`src/rtl/fqhwm_pkg.sv`:
```
`timescale 1ns / 1ps
// Shared constants, codes and control types for the queue with high-water mark.
// Depends on nothing; every other file of the block imports it.
package fqhwm_pkg;

  // Capacity of the queue in data words.
  localparam int DEPTH = 16;

  // Field widths of the channels.
  localparam int DATA_W  = 64;
  localparam int LEVEL_W = 5;
  localparam int COUNT_W = 32;
  localparam int CMD_W   = 1;

  // Pointers run over twice the capacity so that full and empty differ.
  localparam int PTR_SPAN = 2 * DEPTH;
  localparam int PTR_W    = $clog2(PTR_SPAN);
  localparam int ADDR_W   = $clog2(DEPTH);

  typedef enum logic [CMD_W-1:0] {
    CMD_PUSH = 1'b0,
    CMD_POP  = 1'b1
  } cmd_t;

  // Commands from the controller to the datapath.
  typedef struct packed {
    logic load;  // capture the offered item
    logic exec;  // carry out the captured item and post its result
  } fqhwm_cmd_t;

  // Status from the datapath to the controller.
  typedef struct packed {
    logic out_free;  // the result register can take a new result this cycle
  } fqhwm_sts_t;

endpackage

```
`src/rtl/fqhwm_in_if.sv`:
```
`timescale 1ns / 1ps
// Valid/ready channel that carries one push or pop request per item.
// Depends on fqhwm_pkg for the field widths.
interface fqhwm_in_if
  import fqhwm_pkg::*;
();
  logic                valid;
  logic                ready;
  logic [CMD_W-1:0]    command;
  logic [DATA_W-1:0]   entry_data;

  modport source (output valid, output command, output entry_data, input ready);
  modport sink   (input valid, input command, input entry_data, output ready);
endinterface

```
`src/rtl/fqhwm_out_if.sv`:
```
`timescale 1ns / 1ps
// Valid/ready channel that carries one result per item.
// Depends on fqhwm_pkg for the field widths.
interface fqhwm_out_if
  import fqhwm_pkg::*;
();
  logic                 valid;
  logic                 ready;
  logic                 accepted;
  logic [DATA_W-1:0]    read_data;
  logic [LEVEL_W-1:0]   fill_level;
  logic [LEVEL_W-1:0]   peak_fill;
  logic [COUNT_W-1:0]   rejected_pushes;

  modport source (output valid, output accepted, output read_data, output fill_level,
                  output peak_fill, output rejected_pushes, input ready);
  modport sink   (input valid, input accepted, input read_data, input fill_level,
                  input peak_fill, input rejected_pushes, output ready);
endinterface

```
`src/rtl/fqhwm_ctrl.sv`:
```
`timescale 1ns / 1ps
// Controller of the queue: takes one item, then has it carried out once the
// result register is free. Depends on fqhwm_pkg for the command and status types.
module fqhwm_ctrl
  import fqhwm_pkg::*;
(
  input  logic       clk,
  input  logic       rst_n,
  input  logic       in_valid,
  output logic       in_ready,
  input  fqhwm_sts_t sts,
  output fqhwm_cmd_t cmd
);

  typedef enum logic {
    ST_IDLE,
    ST_EXEC
  } state_t;

  state_t state_r;
  logic   in_ready_r;

  always_ff @(posedge clk) begin
    if (!rst_n) begin
      state_r    <= ST_IDLE;
      in_ready_r <= 1'b1;
    end else begin
      case (state_r)
        ST_IDLE: begin
          if (in_valid && in_ready_r) begin
            state_r    <= ST_EXEC;
            in_ready_r <= 1'b0;
          end
        end
        ST_EXEC: begin
          if (sts.out_free) begin
            state_r    <= ST_IDLE;
            in_ready_r <= 1'b1;
          end
        end
        default: begin
          state_r    <= ST_IDLE;
          in_ready_r <= 1'b1;
        end
      endcase
    end
  end

  assign in_ready = in_ready_r;
  assign cmd.load = in_valid && in_ready_r;
  assign cmd.exec = (state_r == ST_EXEC) && sts.out_free;

  // The ready flag and the state must always agree.
  a_ready_matches_idle: assert property (@(posedge clk) disable iff (!rst_n)
    in_ready_r == (state_r == ST_IDLE))
    else $error("input ready disagrees with controller state");

  // An item that has been taken is carried out before the next one is taken.
  a_load_then_no_load: assert property (@(posedge clk) disable iff (!rst_n)
    cmd.load |=> !cmd.load)
    else $error("second item taken before the first was carried out");

  // While the result register stays occupied, a taken item keeps the input closed.
  a_hold_while_busy: assert property (@(posedge clk) disable iff (!rst_n)
    (!in_ready_r && !sts.out_free) |=> !in_ready_r)
    else $error("input reopened before the held item was carried out");

endmodule

```
`src/rtl/fqhwm_dp.sv`:
```
`timescale 1ns / 1ps
// Datapath of the queue: word store, pointers, peak mark, refusal counter and
// result register. Depends on fqhwm_pkg for widths, codes and control types.
module fqhwm_dp
  import fqhwm_pkg::*;
(
  input  logic                clk,
  input  logic                rst_n,
  input  fqhwm_cmd_t          cmd,
  output fqhwm_sts_t          sts,
  input  logic [CMD_W-1:0]    in_command,
  input  logic [DATA_W-1:0]   in_entry_data,
  output logic                out_valid,
  input  logic                out_ready,
  output logic                out_accepted,
  output logic [DATA_W-1:0]   out_read_data,
  output logic [LEVEL_W-1:0]  out_fill_level,
  output logic [LEVEL_W-1:0]  out_peak_fill,
  output logic [COUNT_W-1:0]  out_rejected_pushes
);

  function automatic logic [PTR_W-1:0] ptr_next(input logic [PTR_W-1:0] p);
    logic [PTR_W-1:0] n;
    n = p + PTR_W'(1);
    if (p == PTR_W'(PTR_SPAN - 1)) begin
      n = '0;
    end
    return n;
  endfunction

  function automatic logic [ADDR_W-1:0] ptr_slot(input logic [PTR_W-1:0] p);
    logic [PTR_W-1:0] s;
    s = p;
    if (p >= PTR_W'(DEPTH)) begin
      s = p - PTR_W'(DEPTH);
    end
    return s[ADDR_W-1:0];
  endfunction

  // Word store, written and read in clocked blocks.
  logic [DATA_W-1:0]  mem [DEPTH];

  logic [CMD_W-1:0]   cmd_r;
  logic [DATA_W-1:0]  data_r;
  logic [DATA_W-1:0]  rd_word_r;

  logic [PTR_W-1:0]   wr_ptr_r, wr_ptr_nxt;
  logic [PTR_W-1:0]   rd_ptr_r, rd_ptr_nxt;
  logic [PTR_W-1:0]   peak_r, peak_nxt;
  logic [COUNT_W-1:0] refusals_r, refusals_nxt;
  logic               out_valid_r, out_valid_nxt;

  logic               accepted_r;
  logic [DATA_W-1:0]  read_data_r;
  logic [LEVEL_W-1:0] fill_level_r;

  logic [PTR_W:0]     level_wide;
  logic [PTR_W-1:0]   level;
  logic [PTR_W-1:0]   new_level;
  logic               full;
  logic               empty;
  logic               mem_we;
  logic               accepted_nxt;
  logic [DATA_W-1:0]  read_data_nxt;

  always_comb begin
    if (wr_ptr_r >= rd_ptr_r) begin
      level_wide = {1'b0, wr_ptr_r - rd_ptr_r};
    end else begin
      level_wide = {1'b0, wr_ptr_r} + (PTR_W + 1)'(PTR_SPAN) - {1'b0, rd_ptr_r};
    end
    level = level_wide[PTR_W-1:0];
    full  = (level == PTR_W'(DEPTH));
    empty = (level == '0);
  end

  always_comb begin
    wr_ptr_nxt    = wr_ptr_r;
    rd_ptr_nxt    = rd_ptr_r;
    peak_nxt      = peak_r;
    refusals_nxt  = refusals_r;
    new_level     = level;
    mem_we        = 1'b0;
    accepted_nxt  = 1'b0;
    read_data_nxt = '0;
    if (cmd.exec) begin
      if (cmd_r == CMD_PUSH) begin
        if (full) begin
          refusals_nxt = refusals_r + COUNT_W'(1);
        end else begin
          mem_we       = 1'b1;
          wr_ptr_nxt   = ptr_next(wr_ptr_r);
          new_level    = level + PTR_W'(1);
          accepted_nxt = 1'b1;
          if (new_level > peak_r) begin
            peak_nxt = new_level;
          end
        end
      end else begin
        if (!empty) begin
          read_data_nxt = rd_word_r;
          rd_ptr_nxt    = ptr_next(rd_ptr_r);
          new_level     = level - PTR_W'(1);
          accepted_nxt  = 1'b1;
        end
      end
    end
  end

  always_comb begin
    out_valid_nxt = out_valid_r;
    if (cmd.exec) begin
      out_valid_nxt = 1'b1;
    end else if (out_ready) begin
      out_valid_nxt = 1'b0;
    end
  end

  assign sts.out_free = !out_valid_r || out_ready;

  always_ff @(posedge clk) begin
    if (!rst_n) begin
      wr_ptr_r    <= '0;
      rd_ptr_r    <= '0;
      peak_r      <= '0;
      refusals_r  <= '0;
      out_valid_r <= 1'b0;
    end else begin
      wr_ptr_r    <= wr_ptr_nxt;
      rd_ptr_r    <= rd_ptr_nxt;
      peak_r      <= peak_nxt;
      refusals_r  <= refusals_nxt;
      out_valid_r <= out_valid_nxt;
    end
  end

  // Item capture and result payload need no reset.
  always_ff @(posedge clk) begin
    if (cmd.load) begin
      cmd_r  <= in_command;
      data_r <= in_entry_data;
    end
    if (cmd.exec) begin
      accepted_r   <= accepted_nxt;
      read_data_r  <= read_data_nxt;
      fill_level_r <= LEVEL_W'(new_level);
    end
  end

  // The head word is read every cycle; writes only happen while an item is
  // carried out, so the registered copy is current when a pop needs it.
  always_ff @(posedge clk) begin
    if (mem_we) begin
      mem[ptr_slot(wr_ptr_r)] <= data_r;
    end
    rd_word_r <= mem[ptr_slot(rd_ptr_r)];
  end

  assign out_valid           = out_valid_r;
  assign out_accepted        = accepted_r;
  assign out_read_data       = read_data_r;
  assign out_fill_level      = fill_level_r;
  assign out_peak_fill       = LEVEL_W'(peak_r);
  assign out_rejected_pushes = refusals_r;

  a_ptr_range: assert property (@(posedge clk) disable iff (!rst_n)
    (wr_ptr_r < PTR_W'(PTR_SPAN - 1) || wr_ptr_r == PTR_W'(PTR_SPAN - 1)) &&
    (rd_ptr_r < PTR_W'(PTR_SPAN - 1) || rd_ptr_r == PTR_W'(PTR_SPAN - 1)))
    else $error("queue pointer left its range");

  a_level_bound: assert property (@(posedge clk) disable iff (!rst_n)
    level <= PTR_W'(DEPTH) && peak_r <= PTR_W'(DEPTH))
    else $error("fill level or peak mark beyond capacity");

  a_peak_monotonic: assert property (@(posedge clk) disable iff (!rst_n)
    $past(rst_n) |-> peak_r >= $past(peak_r))
    else $error("peak mark went down");

endmodule

```
`src/rtl/fifo_queue_with_high_water_mark.sv`:
```
`timescale 1ns / 1ps
// An item is captured while the controller is idle and carried out in the execute
// state once the result register is free, which registers its result; a waiting
// result delays the next one until it is taken. A new item is not taken before the
// last one is carried out with the head word read from the registered store port.
// Reset: rst_n is synchronous and active low; the queue comes up empty with the
// peak mark and refusal count at zero. Stored words are not cleared.
module fifo_queue_with_high_water_mark
  import fqhwm_pkg::*;
(
  input  logic      clk,
  input  logic      rst_n,
  fqhwm_in_if.sink    in_chan,
  fqhwm_out_if.source out_chan
);

  // The controller and the datapath talk only through these two structs.
  fqhwm_cmd_t cmd;
  fqhwm_sts_t sts;

  // The controller takes an item while it is idle. The item is then carried
  // out as soon as the result register is free, so a new item can be taken
  // while an earlier result still waits at the output.
  fqhwm_ctrl u_ctrl (
    .clk      (clk),
    .rst_n    (rst_n),
    .in_valid (in_chan.valid),
    .in_ready (in_chan.ready),
    .sts      (sts),
    .cmd      (cmd)
  );

  // The datapath holds the word store, both pointers, the peak mark, the
  // refusal counter and the result register that drives the output channel.
  fqhwm_dp u_dp (
    .clk                 (clk),
    .rst_n               (rst_n),
    .cmd                 (cmd),
    .sts                 (sts),
    .in_command          (in_chan.command),
    .in_entry_data       (in_chan.entry_data),
    .out_valid           (out_chan.valid),
    .out_ready           (out_chan.ready),
    .out_accepted        (out_chan.accepted),
    .out_read_data       (out_chan.read_data),
    .out_fill_level      (out_chan.fill_level),
    .out_peak_fill       (out_chan.peak_fill),
    .out_rejected_pushes (out_chan.rejected_pushes)
  );

endmodule
```
`src/flat_wrapper.sv`:
```
// flat-port wrapper written by rule: the top's interface ports become plain ports
module fifo_queue_with_high_water_mark_flat import fqhwm_pkg::*;
  (clk, rst_n, in_chan_valid, in_chan_command, in_chan_entry_data, in_chan_ready, out_chan_valid, out_chan_accepted, out_chan_read_data, out_chan_fill_level, out_chan_peak_fill, out_chan_rejected_pushes, out_chan_ready);
  fqhwm_in_if in_chan_i ();
  fqhwm_out_if out_chan_i ();
  input  logic clk;
  input  logic rst_n;
  input wire logic [$bits(in_chan_i.valid)-1:0] in_chan_valid;
  input wire logic [$bits(in_chan_i.command)-1:0] in_chan_command;
  input wire logic [$bits(in_chan_i.entry_data)-1:0] in_chan_entry_data;
  output wire logic [$bits(in_chan_i.ready)-1:0] in_chan_ready;
  output wire logic [$bits(out_chan_i.valid)-1:0] out_chan_valid;
  output wire logic [$bits(out_chan_i.accepted)-1:0] out_chan_accepted;
  output wire logic [$bits(out_chan_i.read_data)-1:0] out_chan_read_data;
  output wire logic [$bits(out_chan_i.fill_level)-1:0] out_chan_fill_level;
  output wire logic [$bits(out_chan_i.peak_fill)-1:0] out_chan_peak_fill;
  output wire logic [$bits(out_chan_i.rejected_pushes)-1:0] out_chan_rejected_pushes;
  input wire logic [$bits(out_chan_i.ready)-1:0] out_chan_ready;
  assign in_chan_i.valid = in_chan_valid;
  assign in_chan_i.command = in_chan_command;
  assign in_chan_i.entry_data = in_chan_entry_data;
  assign in_chan_ready = in_chan_i.ready;
  assign out_chan_valid = out_chan_i.valid;
  assign out_chan_accepted = out_chan_i.accepted;
  assign out_chan_read_data = out_chan_i.read_data;
  assign out_chan_fill_level = out_chan_i.fill_level;
  assign out_chan_peak_fill = out_chan_i.peak_fill;
  assign out_chan_rejected_pushes = out_chan_i.rejected_pushes;
  assign out_chan_i.ready = out_chan_ready;
  fifo_queue_with_high_water_mark u_core (.clk(clk), .rst_n(rst_n), .in_chan(in_chan_i), .out_chan(out_chan_i));
endmodule
```
`config.mk`:
```
export PLATFORM = sky130hd
export DESIGN_NAME = fifo_queue_with_high_water_mark_flat
export DESIGN_NICKNAME = d
export VERILOG_FILES = /design/src/rtl/fqhwm_pkg.sv /design/src/rtl/fqhwm_in_if.sv /design/src/rtl/fqhwm_out_if.sv /design/src/rtl/fqhwm_ctrl.sv /design/src/rtl/fqhwm_dp.sv /design/src/rtl/fifo_queue_with_high_water_mark.sv /design/src/flat_wrapper.sv
export SDC_FILE = /design/constraint.sdc
export NUM_CORES = 1
export LEC_CHECK = 0
export BUFFER_PORTS_ARGS = -buffer_cell sky130_fd_sc_hd__buf_4
export CELL_PAD_IN_SITES_DETAIL_PLACEMENT = 1
export CELL_PAD_IN_SITES_GLOBAL_PLACEMENT = 2
export CORE_UTILIZATION = 45
export DETAILED_ROUTE_END_ITERATION = 8
export GPL_TIMING_DRIVEN = 1
export PLACE_DENSITY_LB_ADDON = 0.25
export SLEW_MARGIN = 15
export SYNTH_ARGS = -nofsm -noshare
export SYNTH_HDL_FRONTEND = slang
export SYNTH_HIERARCHICAL = 1
export SYNTH_SLANG_ARGS = --single-unit
```
`constraint.sdc`:
```
create_clock -name clk -period 5.1 [get_ports clk]
set_input_delay 0 -clock clk [delete_from_list [all_inputs] [get_ports clk]]
set_output_delay 0 -clock clk [all_outputs]
set_load 0.01 [all_outputs]
```
==> implementation parameters <==
Parameter                              Value

Outcome
  Result of the run ... finished, final reports clean

Power
  Max VDD drop ... 0.367 mV
  Pwr Density ... 383 nW/um2
  Leakage component of the power ... 18.0 nW

Finish
  Fraction of final layout cells with drive strength greater than 1 ... 30.3%
  Area used by multi-input combinational logic ... 9710 um2
  Fin util ... 54.3%
  Total Nets Final ... 2572
  Non-Filler Cell Area, Final ... 56300 um2
  Area occupied by registers ... 37100 um2
  Antenna Cells ... 0
  Post-synthesis to final-layout area growth ... 19.3%
  Number of fill cells ... 8925

Yosys
  Synthesized area per cell ... 22.8 um2
  Post-synth cell types ... 62
  Net Count, Synth ... 2163
  Post-synth EDFFs ... 1159
  Sequential-to-total area share from yosys stat ... 78.6%
  Ys async rst share ... 0%
  Number of warnings printed during yosys synthesis ... 6
  Total of flip-flops plus latches after synthesis ... 1273
  Synth Flop Type ... sky130_fd_sc_hd__edfxtp_1
  Netlist area before placement ... 47200 um2
  Post-synthesis cell count ... 2072

Timing
  Post-route minimum period ... 4.46 ns
  Ratio of final minimum period to clock period ... 87.4%
  Fin Clk Skew ... 0.0197 ns
  Hold Slack ... 0.0550 ns
  Slew at the pin with the worst max-slew slack ... 1.13 ns
  Hold Vio Cnt, Final ... 0
  Final Max Slew Viols ... 0
  Setup TNS after final layout ... 0 ns
  Final setup violation count ... 0
  Relative slew slack ... 24.9%
  Fmax achieved ... 224 MHz
  RSZ-0062 raised after global routing ... no

Placed design
  I/O Buffers ... 177
  Detailed-placement wirelength estimate ... 61.8 mm
  RD Place Congestion ... 0.731
  Instance area at placement ... 50700 um2

Drt
  DRC violation count after routing ... 0
  Average routed wire per standard cell ... 26.9 um
  First-pass DRT Iterations ... 4
  Number of routed nets with antenna violations ... 0
  Vias after detailed routing ... 22100
  Vias per cell ... 5.56
  Final wirelength ... 107 mm
  Number of DRC markers after the initial detailed-route iteration ... 1717

Global route
  Aggregate global routing overflow ... 0
  Total Routing Usage GR ... 20.4%
  Pin count of the biggest net entering global routing ... 73
  First-pass GRT wire length ... 159 mm
  Via count of the first global-routing pass ... 23900
  Antenna violations before repair ... 1

CTS
  Number of clock sinks seen by CTS ... 1273
  TritonCTS clock tree ... done
  Clock Latency Late Sink ... 0.73 ns
  Number of levels in the clock H-tree ... 4
  Clk root buf ... sky130_fd_sc_hd__clkbuf_16
  Clock slew seen by the registers of the worst setup and hold paths ... 0.06 ns
  Post-CTS Setup Inserts ... 0
  Bufs on Longest Clock Path ... 3
  Total CTS buffers ... 135

Floorplan
  Standard cell core area ... 104000 um2
  Initial core utilization ... 45.5%
  Area of the die ... 106000 um2
  Width of the die ... 326 um
  Die Ht ... 326 um
  Boundary pin count ... 178
  Number of core rows ... 118

Setup path
  Nature of the critical path startpoint ... flip-flop
  Worst Path Arrival ... 4.87 ns
  Number of cells on the worst reg-to-reg path ... 9
  Classification of the worst setup path ... reg -> reg
  Type of element capturing the critical path ... flip-flop
  CP Max Fanout ... 33
  CP Data Required Time ... 5.52 ns

Hold path
  Hold Crit Class ... in -> reg
  Worst hold path cell count ... 2

Flow run
  Number of violations of the max-capacitance limit ... 0
-- critical path: stages (launching register included) --
cell and delay [ns]:
sky130_fd_sc_hd__dfxtp_4 0.67, sky130_fd_sc_hd__inv_1 0.17, sky130_fd_sc_hd__fa_1 0.73, sky130_fd_sc_hd__inv_1 0.12, sky130_fd_sc_hd__ha_1 0.27, sky130_fd_sc_hd__and3b_1 0.24, sky130_fd_sc_hd__mux2_2 0.38, sky130_fd_sc_hd__a21boi_4 0.58
sky130_fd_sc_hd__and3_4 0.64, sky130_fd_sc_hd__buf_12 0.28
-- cell families (layout without fill, tap and decap cells) --
group	Yosys count	in the layout	share of synthesized area [%]
AOI/OAI and AO/OA	98	98	1.29
xor gates and xnor gates	14	14	0.292
adders and majority gates	22	22	0.599
buffers and inverters	119	636	1.07
DFF	1273	1273	78.6
muxes	324	324	15.4
and+or+nand+nor	222	222	2.81
-- repair_timing --
item	in CTS	in global routing
endpoints found under the hold margin	108	0
resized for setup	0	0
hold buffers	135	0
-- Yosys cell counts (all sizes together) (2+ instances only) --
master	instances	area, um2
nor2	18	72.6
nand2b	3	18.8
ha	21	263
clkbuf	48	180
nand2	26	97.6
or4	13	97.6
dfxtp	114	2280
nor4	2	33.8
nand4	10	81.3
o21ai	27	135
xnor2	8	70.1
o21a	2	15.0
xor2	6	67.6
and3	25	156
a31oi	2	12.5
o31ai	14	105
a21oi	38	190
buf	49	243
a211oi	2	15.0
nor3	5	25.0
o211ai	2	28.8
mux4	320	7210
edfxtp	1159	34800
or3	17	106
a21boi	2	26.3
a21o	2	15.0
mux2i	3	42.5
and2	69	433
inv	21	78.8
or2	2	12.5
nor2b	4	25.0
nand3	21	110
-- state kept, by name, indices dropped and copies added, names as in the netlist, 5 cells and up --
register	flops
u_core/u_dp/mem	1024
u_core/u_dp/data_r	64
u_core/u_dp/out_read_data	64
u_core/u_dp/rd_word_r	64
u_core/u_dp/out_rejected_pushes	32
u_core/u_dp/out_fill_level	5
u_core/u_dp/out_peak_fill	5
u_core/u_dp/rd_ptr_r	5
u_core/u_dp/wr_ptr_r	5
-- final timing paths --
check	startpoint	end	slack (ns)
hold reg to reg	u_core/u_dp/rd_ptr_r[4]	u_core/u_dp/rd_ptr_r[4]	0.49
setup / recovery	u_core/u_dp/rd_ptr_r[1]	u_core/u_dp/mem[14][37]	0.64
setup reg to reg	u_core/u_dp/rd_ptr_r[1]	u_core/u_dp/mem[14][37]	0.64
hold / removal	in_chan_entry_data[61]	u_core/u_dp/data_r[61]	0.05
-- per-stage QoR --
stage	std cells	total power [mW]	setup slack (ns)
detailed placement	3589	12.3	0.652
global placement	3589	12.3	0.773
CTS	3969	21.8	0.611
finish	3969	21.6	0.643
global route	3969	22.2	0.465
floorplan	2072	12.0	0.0147
-- report_power, final --
part	internal [mW]	total (mW)	switching, mW
Combinational	0.239	0.458	0.219
Clock	5.51	9.46	3.95
Sequential	11.5	11.7	0.167
-- layout by cell type, fill, tap and decap left out, types with 16 or more instances in the layout --
cell type,synthesis,layout
sky130_fd_sc_hd__nand3_1,20,20
sky130_fd_sc_hd__clkinv_1,1,19
sky130_fd_sc_hd__dlygate4sd3_1,0,135
sky130_fd_sc_hd__nand2_1,26,26
sky130_fd_sc_hd__a21oi_1,38,38
sky130_fd_sc_hd__dfxtp_1,114,111
sky130_fd_sc_hd__clkbuf_16,0,140
sky130_fd_sc_hd__ha_1,21,21
sky130_fd_sc_hd__inv_1,21,20
sky130_fd_sc_hd__nor2_1,16,16
sky130_fd_sc_hd__or3_1,17,17
sky130_fd_sc_hd__buf_12,0,26
sky130_fd_sc_hd__and3_4,0,16
sky130_fd_sc_hd__clkinv_2,0,26
sky130_fd_sc_hd__o21ai_0,21,21
sky130_fd_sc_hd__and2_1,68,67
sky130_fd_sc_hd__mux4_2,320,320
sky130_fd_sc_hd__clkbuf_1,48,36
sky130_fd_sc_hd__buf_4,2,208
sky130_fd_sc_hd__edfxtp_1,1159,1159
-- final cells by class --
cell class / instances / share of cell area [%]
inverters: 22 / 0.155
clock buffers: 180 / 6.56
well taps: 1380 / 3.07
flip-flops and latches: 1273 / 65.9
repair buffers: 369 / 6.10
multi-input cells: 680 / 17.2
clock inverters: 65 / 1.03
-- routing by layer --
metal,part of all wire (%),GRT usage [%],routed length (um),up-vias
met4,1.9,5.54,2010,0
li1,-,-,-,9481
met1,43,27.6,45500,11900
met3,4.4,3.62,4720,151
met2,51,34.3,54500,499
met5,0,0,0,-
No activity file was read; power rests on OpenSTA's default activity.
